--- config.mk ---
export PLATFORM = sky130hd
export DESIGN_NAME = json_string_field_extractor_core
export DESIGN_NICKNAME = d
export VERILOG_FILES = /design/src/hdl/jsfe_pkg.sv /design/src/hdl/jsfe_key_match.sv /design/src/hdl/json_string_field_extractor_core.sv
export SDC_FILE = /design/constraint.sdc
export NUM_CORES = 1
export LEC_CHECK = 0
export ABC_AREA = 1
export BUFFER_PORTS_ARGS = -buffer_cell sky130_fd_sc_hd__buf_2
export CORE_ASPECT_RATIO = 1.4
export CORE_MARGIN = 2
export CORE_UTILIZATION = 45
export DETAILED_ROUTE_END_ITERATION = 10
export GPL_ROUTABILITY_DRIVEN = 0
export GPL_TIMING_DRIVEN = 0
export MAX_ROUTING_LAYER = met4
export PLACE_DENSITY = 0.71
export REMOVE_ABC_BUFFERS = 1
export SLEW_MARGIN = 20
export SYNTH_ARGS = -nofsm -noshare
export SYNTH_HDL_FRONTEND = slang
export SYNTH_SLANG_ARGS = --single-unit
--- constraint.sdc ---
create_clock -name aclk -period 9.2 [get_ports aclk]
set_input_delay 1.38 -clock aclk [delete_from_list [all_inputs] [get_ports aclk]]
set_output_delay 1.38 -clock aclk [all_outputs]
set_load 0.01 [all_outputs]
--- src/hdl/jsfe_pkg.sv ---
// ----------------------------------------------------------------------------
// jsfe_pkg
// shared types and constants for the json string field extractor
// ----------------------------------------------------------------------------
`default_nettype none

package jsfe_pkg;

    // parse phase, one-hot
    typedef enum logic [5:0] {
        PH_SEARCH = 6'b000001,
        PH_COLON  = 6'b000010,
        PH_QUOTE  = 6'b000100,
        PH_VALUE  = 6'b001000,
        PH_ESC    = 6'b010000,
        PH_DONE   = 6'b100000
    } phase_t;

    // result status codes
    typedef logic [1:0] status_t;
    localparam status_t ST_OK      = 2'd0;
    localparam status_t ST_NOKEY   = 2'd1;
    localparam status_t ST_INVALID = 2'd2;

    // register indexes on the config port
    typedef logic [1:0] reg_index_t;
    localparam reg_index_t REG_KEY_LENGTH = 2'd0;
    localparam reg_index_t REG_KEY_LOW    = 2'd1;
    localparam reg_index_t REG_KEY_HIGH   = 2'd2;

    // register reset values: key is "question" with both quotes
    localparam logic [4:0]  KEY_LENGTH_RST = 5'd10;
    localparam logic [63:0] KEY_LOW_RST    = 64'd8028075849736876322;
    localparam logic [63:0] KEY_HIGH_RST   = 64'd8814;

    // character codes
    localparam logic [7:0] CHAR_COLON     = 8'h3A;
    localparam logic [7:0] CHAR_QUOTE     = 8'h22;
    localparam logic [7:0] CHAR_BACKSLASH = 8'h5C;
    localparam logic [7:0] CHAR_LOWER_N   = 8'h6E;
    localparam logic [7:0] CHAR_NEWLINE   = 8'h0A;

endpackage

`default_nettype wire

--- src/hdl/jsfe_key_match.sv ---
// ----------------------------------------------------------------------------
// jsfe_key_match
// compares the byte window (newest first) with the configured key
// ----------------------------------------------------------------------------
`default_nettype none

module jsfe_key_match #(
    parameter int KEY_MAX = 16
) (
    input  wire logic [8*KEY_MAX-1:0]         window,
    input  wire logic [8*KEY_MAX-1:0]         key_vec,
    input  wire logic [$clog2(KEY_MAX+1)-1:0] seen,
    input  wire logic [$clog2(KEY_MAX+1)-1:0] key_len,
    output logic                              match
);

    localparam int LEN_W = $clog2(KEY_MAX + 1);
    localparam int IDX_W = $clog2(KEY_MAX);

    logic [7:0]       key_arr [KEY_MAX];
    logic [LEN_W-1:0] key_pos [KEY_MAX];
    logic [KEY_MAX-1:0] pos_ok;

    always_comb begin
        for (int k = 0; k < KEY_MAX; k++) begin
            key_arr[k] = key_vec[8*k +: 8];
        end
        // window byte p pairs with key byte len-1-p
        for (int p = 0; p < KEY_MAX; p++) begin
            key_pos[p] = key_len - LEN_W'(p) - LEN_W'(1);
            if (LEN_W'(p) < key_len) begin
                pos_ok[p] = (window[8*p +: 8] == key_arr[key_pos[p][IDX_W-1:0]]);
            end else begin
                pos_ok[p] = 1'b1;
            end
        end
        match = (&pos_ok) && (seen >= key_len);
    end

endmodule

`default_nettype wire

--- src/hdl/json_string_field_extractor_core.sv ---
// ----------------------------------------------------------------------------
// json_string_field_extractor_core
// streams a json body a byte per beat, finds the configured key, then emits
// the decoded bytes of the string value that follows it
// ----------------------------------------------------------------------------
//
//  channel  | ports                                        | direction
//  ---------+----------------------------------------------+----------
//  input    | s_valid s_ready s_in_byte s_body_end         | in
//  result   | m_valid m_ready m_value_byte m_has_byte      | out
//           | m_finished m_status                          |
//  config   | cfg_wr_en cfg_index cfg_wr_data              | in
//
//  one input beat per clock while s_ready is high; each beat is parsed in the cycle it is taken
//  and its result (if any) lands in the output register on the same edge
//  the output register is the only stage, so input stalls only while a
//  result waits there and m_ready is low
//  aresetn (synchronous, active low) clears the window, the parse phase,
//  the output valid flag and loads the default key "question" with quotes
// ----------------------------------------------------------------------------
`default_nettype none

module json_string_field_extractor_core #(
    parameter int KEY_MAX = 16
) (
    input  wire logic        aclk,
    input  wire logic        aresetn,

    // byte input
    input  wire logic        s_valid,
    output logic             s_ready,
    input  wire logic [7:0]  s_in_byte,
    input  wire logic        s_body_end,

    // result output
    output logic             m_valid,
    input  wire logic        m_ready,
    output logic [7:0]       m_value_byte,
    output logic             m_has_byte,
    output logic             m_finished,
    output logic [1:0]       m_status,

    // config write port
    input  wire logic        cfg_wr_en,
    input  wire logic [1:0]  cfg_index,
    input  wire logic [63:0] cfg_wr_data
);

    localparam int LEN_W = $clog2(KEY_MAX + 1);
    localparam int WIN_W = 8 * KEY_MAX;

    // config registers
    logic [4:0]  key_length_reg;
    logic [63:0] key_low_reg;
    logic [63:0] key_high_reg;

    // parse state
    logic [WIN_W-1:0]        win_reg, win_next;
    logic [LEN_W-1:0]        seen_reg, seen_next;
    jsfe_pkg::phase_t        phase_reg, phase_next;

    // output register
    logic                    out_valid_reg, out_valid_next;
    logic [7:0]              out_byte_reg;
    logic                    out_has_reg;
    logic                    out_fin_reg;
    jsfe_pkg::status_t       out_status_reg;

    // per-beat decode
    logic                    s_fire;
    logic [WIN_W-1:0]        win_shift;
    logic [LEN_W-1:0]        seen_inc;
    logic [LEN_W-1:0]        key_len_eff;
    logic [5:0]              key_len_wide;
    logic [255:0]            key_full;
    logic [WIN_W-1:0]        key_vec;
    logic                    key_hit;
    logic                    res_emit;
    logic                    res_fin;
    logic [7:0]              res_byte;
    jsfe_pkg::status_t       res_status;

    // --------------------------------------------------------------------
    // handshake: take a beat unless a result is stuck in the output reg
    // --------------------------------------------------------------------
    assign s_ready = !out_valid_reg || m_ready;
    assign s_fire  = s_valid && s_ready;

    // --------------------------------------------------------------------
    // config registers
    // --------------------------------------------------------------------
    always_ff @(posedge aclk) begin
        if (!aresetn) begin
            key_length_reg <= jsfe_pkg::KEY_LENGTH_RST;
            key_low_reg    <= jsfe_pkg::KEY_LOW_RST;
            key_high_reg   <= jsfe_pkg::KEY_HIGH_RST;
        end else if (cfg_wr_en) begin
            case (cfg_index)
                jsfe_pkg::REG_KEY_LENGTH: key_length_reg <= cfg_wr_data[4:0];
                jsfe_pkg::REG_KEY_LOW:    key_low_reg    <= cfg_wr_data;
                jsfe_pkg::REG_KEY_HIGH:   key_high_reg   <= cfg_wr_data;
                default: begin
                end
            endcase
        end
    end

    // effective key length: zero means one, clamp at window depth
    always_comb begin
        key_len_wide = {1'b0, key_length_reg};
        if (key_len_wide == 6'd0) begin
            key_len_eff = LEN_W'(1);
        end else if (key_len_wide > 6'(KEY_MAX)) begin
            key_len_eff = LEN_W'(KEY_MAX);
        end else begin
            key_len_eff = LEN_W'(key_len_wide);
        end
    end

    // key bytes past the two registers read as zero
    assign key_full = {128'd0, key_high_reg, key_low_reg};
    assign key_vec  = key_full[WIN_W-1:0];

    // window with the new byte shifted in at the newest end
    assign win_shift = {win_reg[WIN_W-9:0], s_in_byte};
    assign seen_inc  = (seen_reg < LEN_W'(KEY_MAX)) ? seen_reg + LEN_W'(1) : seen_reg;

    jsfe_key_match #(
        .KEY_MAX (KEY_MAX)
    ) u_key_match (
        .window  (win_shift),
        .key_vec (key_vec),
        .seen    (seen_inc),
        .key_len (key_len_eff),
        .match   (key_hit)
    );

    // --------------------------------------------------------------------
    // parse step for the incoming beat
    // --------------------------------------------------------------------
    always_comb begin
        win_next   = win_reg;
        seen_next  = seen_reg;
        phase_next = phase_reg;
        res_emit   = 1'b0;
        res_fin    = 1'b0;
        res_byte   = 8'd0;
        res_status = jsfe_pkg::ST_OK;

        case (phase_reg)
            jsfe_pkg::PH_SEARCH: begin
                win_next  = win_shift;
                seen_next = seen_inc;
                if (key_hit) begin
                    phase_next = jsfe_pkg::PH_COLON;
                end
                if (s_body_end) begin
                    res_fin    = 1'b1;
                    res_status = key_hit ? jsfe_pkg::ST_INVALID : jsfe_pkg::ST_NOKEY;
                end
            end
            jsfe_pkg::PH_COLON: begin
                if (s_in_byte == jsfe_pkg::CHAR_COLON) begin
                    phase_next = jsfe_pkg::PH_QUOTE;
                end
                if (s_body_end) begin
                    res_fin    = 1'b1;
                    res_status = jsfe_pkg::ST_INVALID;
                end
            end
            jsfe_pkg::PH_QUOTE: begin
                if (s_in_byte == jsfe_pkg::CHAR_QUOTE) begin
                    phase_next = jsfe_pkg::PH_VALUE;
                end
                // opening quote on the last byte is an empty value
                if (s_body_end) begin
                    res_fin    = 1'b1;
                    res_status = (s_in_byte == jsfe_pkg::CHAR_QUOTE) ?
                                 jsfe_pkg::ST_OK : jsfe_pkg::ST_INVALID;
                end
            end
            jsfe_pkg::PH_VALUE: begin
                if (s_in_byte == jsfe_pkg::CHAR_BACKSLASH) begin
                    phase_next = jsfe_pkg::PH_ESC;
                    res_fin    = s_body_end;
                end else if (s_in_byte == jsfe_pkg::CHAR_QUOTE) begin
                    // closing quote, rest of body is ignored
                    res_fin    = 1'b1;
                    phase_next = jsfe_pkg::PH_DONE;
                end else begin
                    res_emit = 1'b1;
                    res_byte = s_in_byte;
                    res_fin  = s_body_end;
                end
            end
            jsfe_pkg::PH_ESC: begin
                res_emit   = 1'b1;
                res_byte   = (s_in_byte == jsfe_pkg::CHAR_LOWER_N) ?
                             jsfe_pkg::CHAR_NEWLINE : s_in_byte;
                phase_next = jsfe_pkg::PH_VALUE;
                res_fin    = s_body_end;
            end
            default: begin
                // done: swallow bytes until the body ends
            end
        endcase

        // end of body returns the parser to its start
        if (s_body_end) begin
            win_next   = '0;
            seen_next  = '0;
            phase_next = jsfe_pkg::PH_SEARCH;
        end
    end

    // --------------------------------------------------------------------
    // state registers
    // --------------------------------------------------------------------
    always_ff @(posedge aclk) begin
        if (!aresetn) begin
            win_reg   <= '0;
            seen_reg  <= '0;
            phase_reg <= jsfe_pkg::PH_SEARCH;
        end else if (s_fire) begin
            win_reg   <= win_next;
            seen_reg  <= seen_next;
            phase_reg <= phase_next;
        end
    end

    // --------------------------------------------------------------------
    // output register
    // --------------------------------------------------------------------
    always_comb begin
        out_valid_next = out_valid_reg;
        if (s_fire) begin
            out_valid_next = res_emit || res_fin;
        end else if (m_ready) begin
            out_valid_next = 1'b0;
        end
    end

    always_ff @(posedge aclk) begin
        if (!aresetn) begin
            out_valid_reg <= 1'b0;
        end else begin
            out_valid_reg <= out_valid_next;
        end
    end

    // payload, loaded only when a beat yields a result
    always_ff @(posedge aclk) begin
        if (s_fire && (res_emit || res_fin)) begin
            out_byte_reg   <= res_byte;
            out_has_reg    <= res_emit;
            out_fin_reg    <= res_fin;
            out_status_reg <= res_fin ? res_status : jsfe_pkg::ST_OK;
        end
    end

    assign m_valid      = out_valid_reg;
    assign m_value_byte = out_byte_reg;
    assign m_has_byte   = out_has_reg;
    assign m_finished   = out_fin_reg;
    assign m_status     = out_status_reg;

endmodule

`default_nettype wire
==> impl_results.md <==
- Status: completed
- Post-route minimum period: 6726 ps
- Met1 wire length: 29070 µm
- Post-synthesis mux area share: 0%
- Final setup viols: 0
- Ranking of synthesized cells by area: nand2_1 27%, dfxtp_1 25%, nand3_1 20%
- Post-detail-place hpwl: 56740 µm
- Clk network pwr share: 28.6%
- Insertion delay to the later sink of the worst-skew pair: 610 ps
- Met2 wire len: 35340 µm
- Internal power: 2372 µW
- Critical Path RT: 9670 ps
- Compound-Gate Fraction of Synth Area: 10.00%
- DR DRC count: 0
- Max layer used: met4
- CTS tree: built
- WL per Instance: 19.04 µm
- Core footprint: 45960 µm²
- Max Slew Vio Count: 0
- Largest family of logic cells by synthesized area: simple AND/OR/NAND/NOR gates
- Overall die height: 259.2 µm
- Pin count of the biggest net entering global routing: 105
- Fin crit share: 73.11%
- EDFF count, synth: 12
- Startpoint Class: register
- Global-route wire length before repair: 124900 µm
- CP Capture Type: register
- Number of global-route vias before repair: 23000
- # port buffers: 93
- CTS max path bufs: 3
- Fmax: 148.7 MHz
- DR iter-0 viols: 3046
- Synth Area in Simple Gates: 51.69%
- P&R area growth vs syn: 9.265%
- WP data arrival: 7200 ps
- Largest register FFs: 120
- Overflow after GRT: 0
- DR WL met3: 8504 µm
- Maxcap violations: 0
- Post-CTS Resized: 0
- Most numerous cell in the Yosys netlist: nand2_1
- Fill cell count: 4863
- Via/cell ratio: 5.850
- Fin Setup TNS: 0 ps
- CTS Buf Count: 30
- Design area: 22870 µm²
- Overall die area: 48280 µm²
- Synth async-reset ratio: 0%
- # IOs: 94
- Worst Setup Path Type: register to register
- Setup Skew: 33.06 ps
- Final hold violation count: 0
- Netlist cell types: 39
- Slew @ Worst Pin: 1207 ps
- Post-synth top flop: dfxtp_1
- Worst VDD drop: 0.1461 mV
- Synth area leader: nand2_1
- Mapped Area: 20930 µm²
- Nets: 3717
- Synth Register Bits: 277
- Dpl cell area: 21960 µm²
- Initial core utilization: 45.54%
- Post-CTS Hold Fix Bufs: 0
- Clk slew on worst S/H paths: 70 ps
- Synth Area in Adders: 0.7173%
- Sequential element share of the synthesized area: 27.07%
- Comb pwr share: 40.2%
- Worst min-delay path class: register to register
- Row Count: 93
- Critical-path maximum fanout: 45
- CTS sink count: 277
- Leakage: 0.01063 µW
- Synth top cells by count: 1496 x nand2_1, 824 x nand3_1, 265 x dfxtp_1, 265 x inv_1, 227 x a21oi_1
- Rel. slew slack: 19.57%
- Pre-Repair DR Iteration Count: 7
- Post-synth top area share: 26.83%
- Cell Pwr Density: 180.0 nW/µm²
- Post-synthesis xor/xnor area fraction: 0.5380%
- Cells after Synth: 3688
- H-tree depth: 1
- Yosys warning count: 0
- Synthesized area per cell: 5.676 µm²
- Final WL: 81200 µm
- Post-CTS setup buffer count: 0
- Layout cells sized above 1: 6.005%
- Vias: 24950
- Reg power frac: 31.2%
- Psw: 1745 µW
- Root buffer cell: clkbuf_16
- Horiz. Die Dim: 186.3 µm
- Post-route ant nets: 0
- RSZ-0062 raised after global routing: no
- GRT Total Usage: 34.47%
- Initial antenna violation count: 1
- Switching Share: 42.38%
[worst max-delay path, cell delays in order, from the launching register on]
cell and delay, ps:
dfxtp_1 430, nor2_4 210, nand2_4 130, nand2_4 130, nand2_4 280, buf_16 330
ha_2 790, buf_16 260, clkinv_2 380, buf_12 320, nand3_1 150, inv_1 50
nand2_1 80, nand2_1 70, nand2_1 790, nand3_1 330, nand3_1 180, nand2_1 60
nor2_1 260, nand2_1 100, nor2_1 110, nor2_1 50, nor2_1 80, nand3_1 250
o21bai_2 470, nand3_1 140, nand2_1 90, nor2_1 40
[per-stage QoR]
step / std cells / setup slack, ps / util, % / hold WS (ps) / power, µW
floorplan: 3472 / 2339 / - / 443.5 / 2293
global placement: 4182 / -2553 / 45.92 / 456.8 / 2803
detailed placement: 4210 / 2971 / 47.77 / 462.1 / 2893
CTS: 4264 / 2899 / 49.75 / 471.1 / 4055
global route: 4265 / 2461 / 49.76 / 488.0 / 4314
finish: 4265 / 2474 / 49.76 / 468.5 / 4116
[metal layers]
layer | track usage [%] | up-vias
li1 | - | 11920
met1 | 39.45 | 11230
met2 | 51.84 | 1367
met3 | 6.117 | 431
met4 | 29.35 | 0
met5 | - | -
[cell families (layout without fill, tap and decap cells)]
family,Yosys count,in the layout
buf+inv,490,449
xor+xnor,12,12
compound gates,391,391
other cells,0,1
simple gates,2506,2506
flops,277,277
fa+ha+maj,12,12
[final cells by class]
| cell class | count | area (µm²) | area share (%) |
|---|---|---|---|
| Clock inverter | 8 | 46.29 | 0.2024 |
| Timing Repair Buffer | 121 | 1147 | 5.016 |
| Antenna cell | 1 | 2.502 | 0.01094 |
| Tap cell | 617 | 772.0 | 3.375 |
| Clock buffer | 46 | 862.1 | 3.769 |
| Sequential cell | 277 | 5665 | 24.77 |
| Inverter | 274 | 1047 | 4.579 |
| Multi-Input combinational cell | 2921 | 13330 | 58.28 |
[power groups by stage]
stage | registers (µW) | logic, µW | clock network, µW
finish | 1280 | 1660 | 1180
global route | 1290 | 1800 | 1230
CTS | 1280 | 1590 | 1180
detailed placement | 1310 | 1580 | 0
global placement | 1310 | 1490 | 0
floorplan | 1300 | 988 | 0
[path summary, 6_finish.rpt]
path / endpoint / slack [ps] / cells after the start / from
min reg2reg: key_high_reg[17] / 470 / 2 / key_high_reg[17]
max: phase_reg[3] / 2470 / 27 / key_length_reg[2]
max reg2reg: phase_reg[3] / 2470 / 27 / key_length_reg[2]
min: key_high_reg[17] / 470 / 2 / key_high_reg[17]
[cell usage in the layout, fill, tap and decap left out, types with 12 or more instances in the layout]
cell       count
inv_1        262
dfxtp_1      265
buf_16        18
a21oi_1      226
edfxtp_1      12
nand2_1     1493
nand3_1      823
buf_2         93
nor2_1        83
clkbuf_16     31
o21ai_0      103
o211ai_1      43
nand3b_1      54
clkbuf_1      12
(Power assumes the default switching activity.)
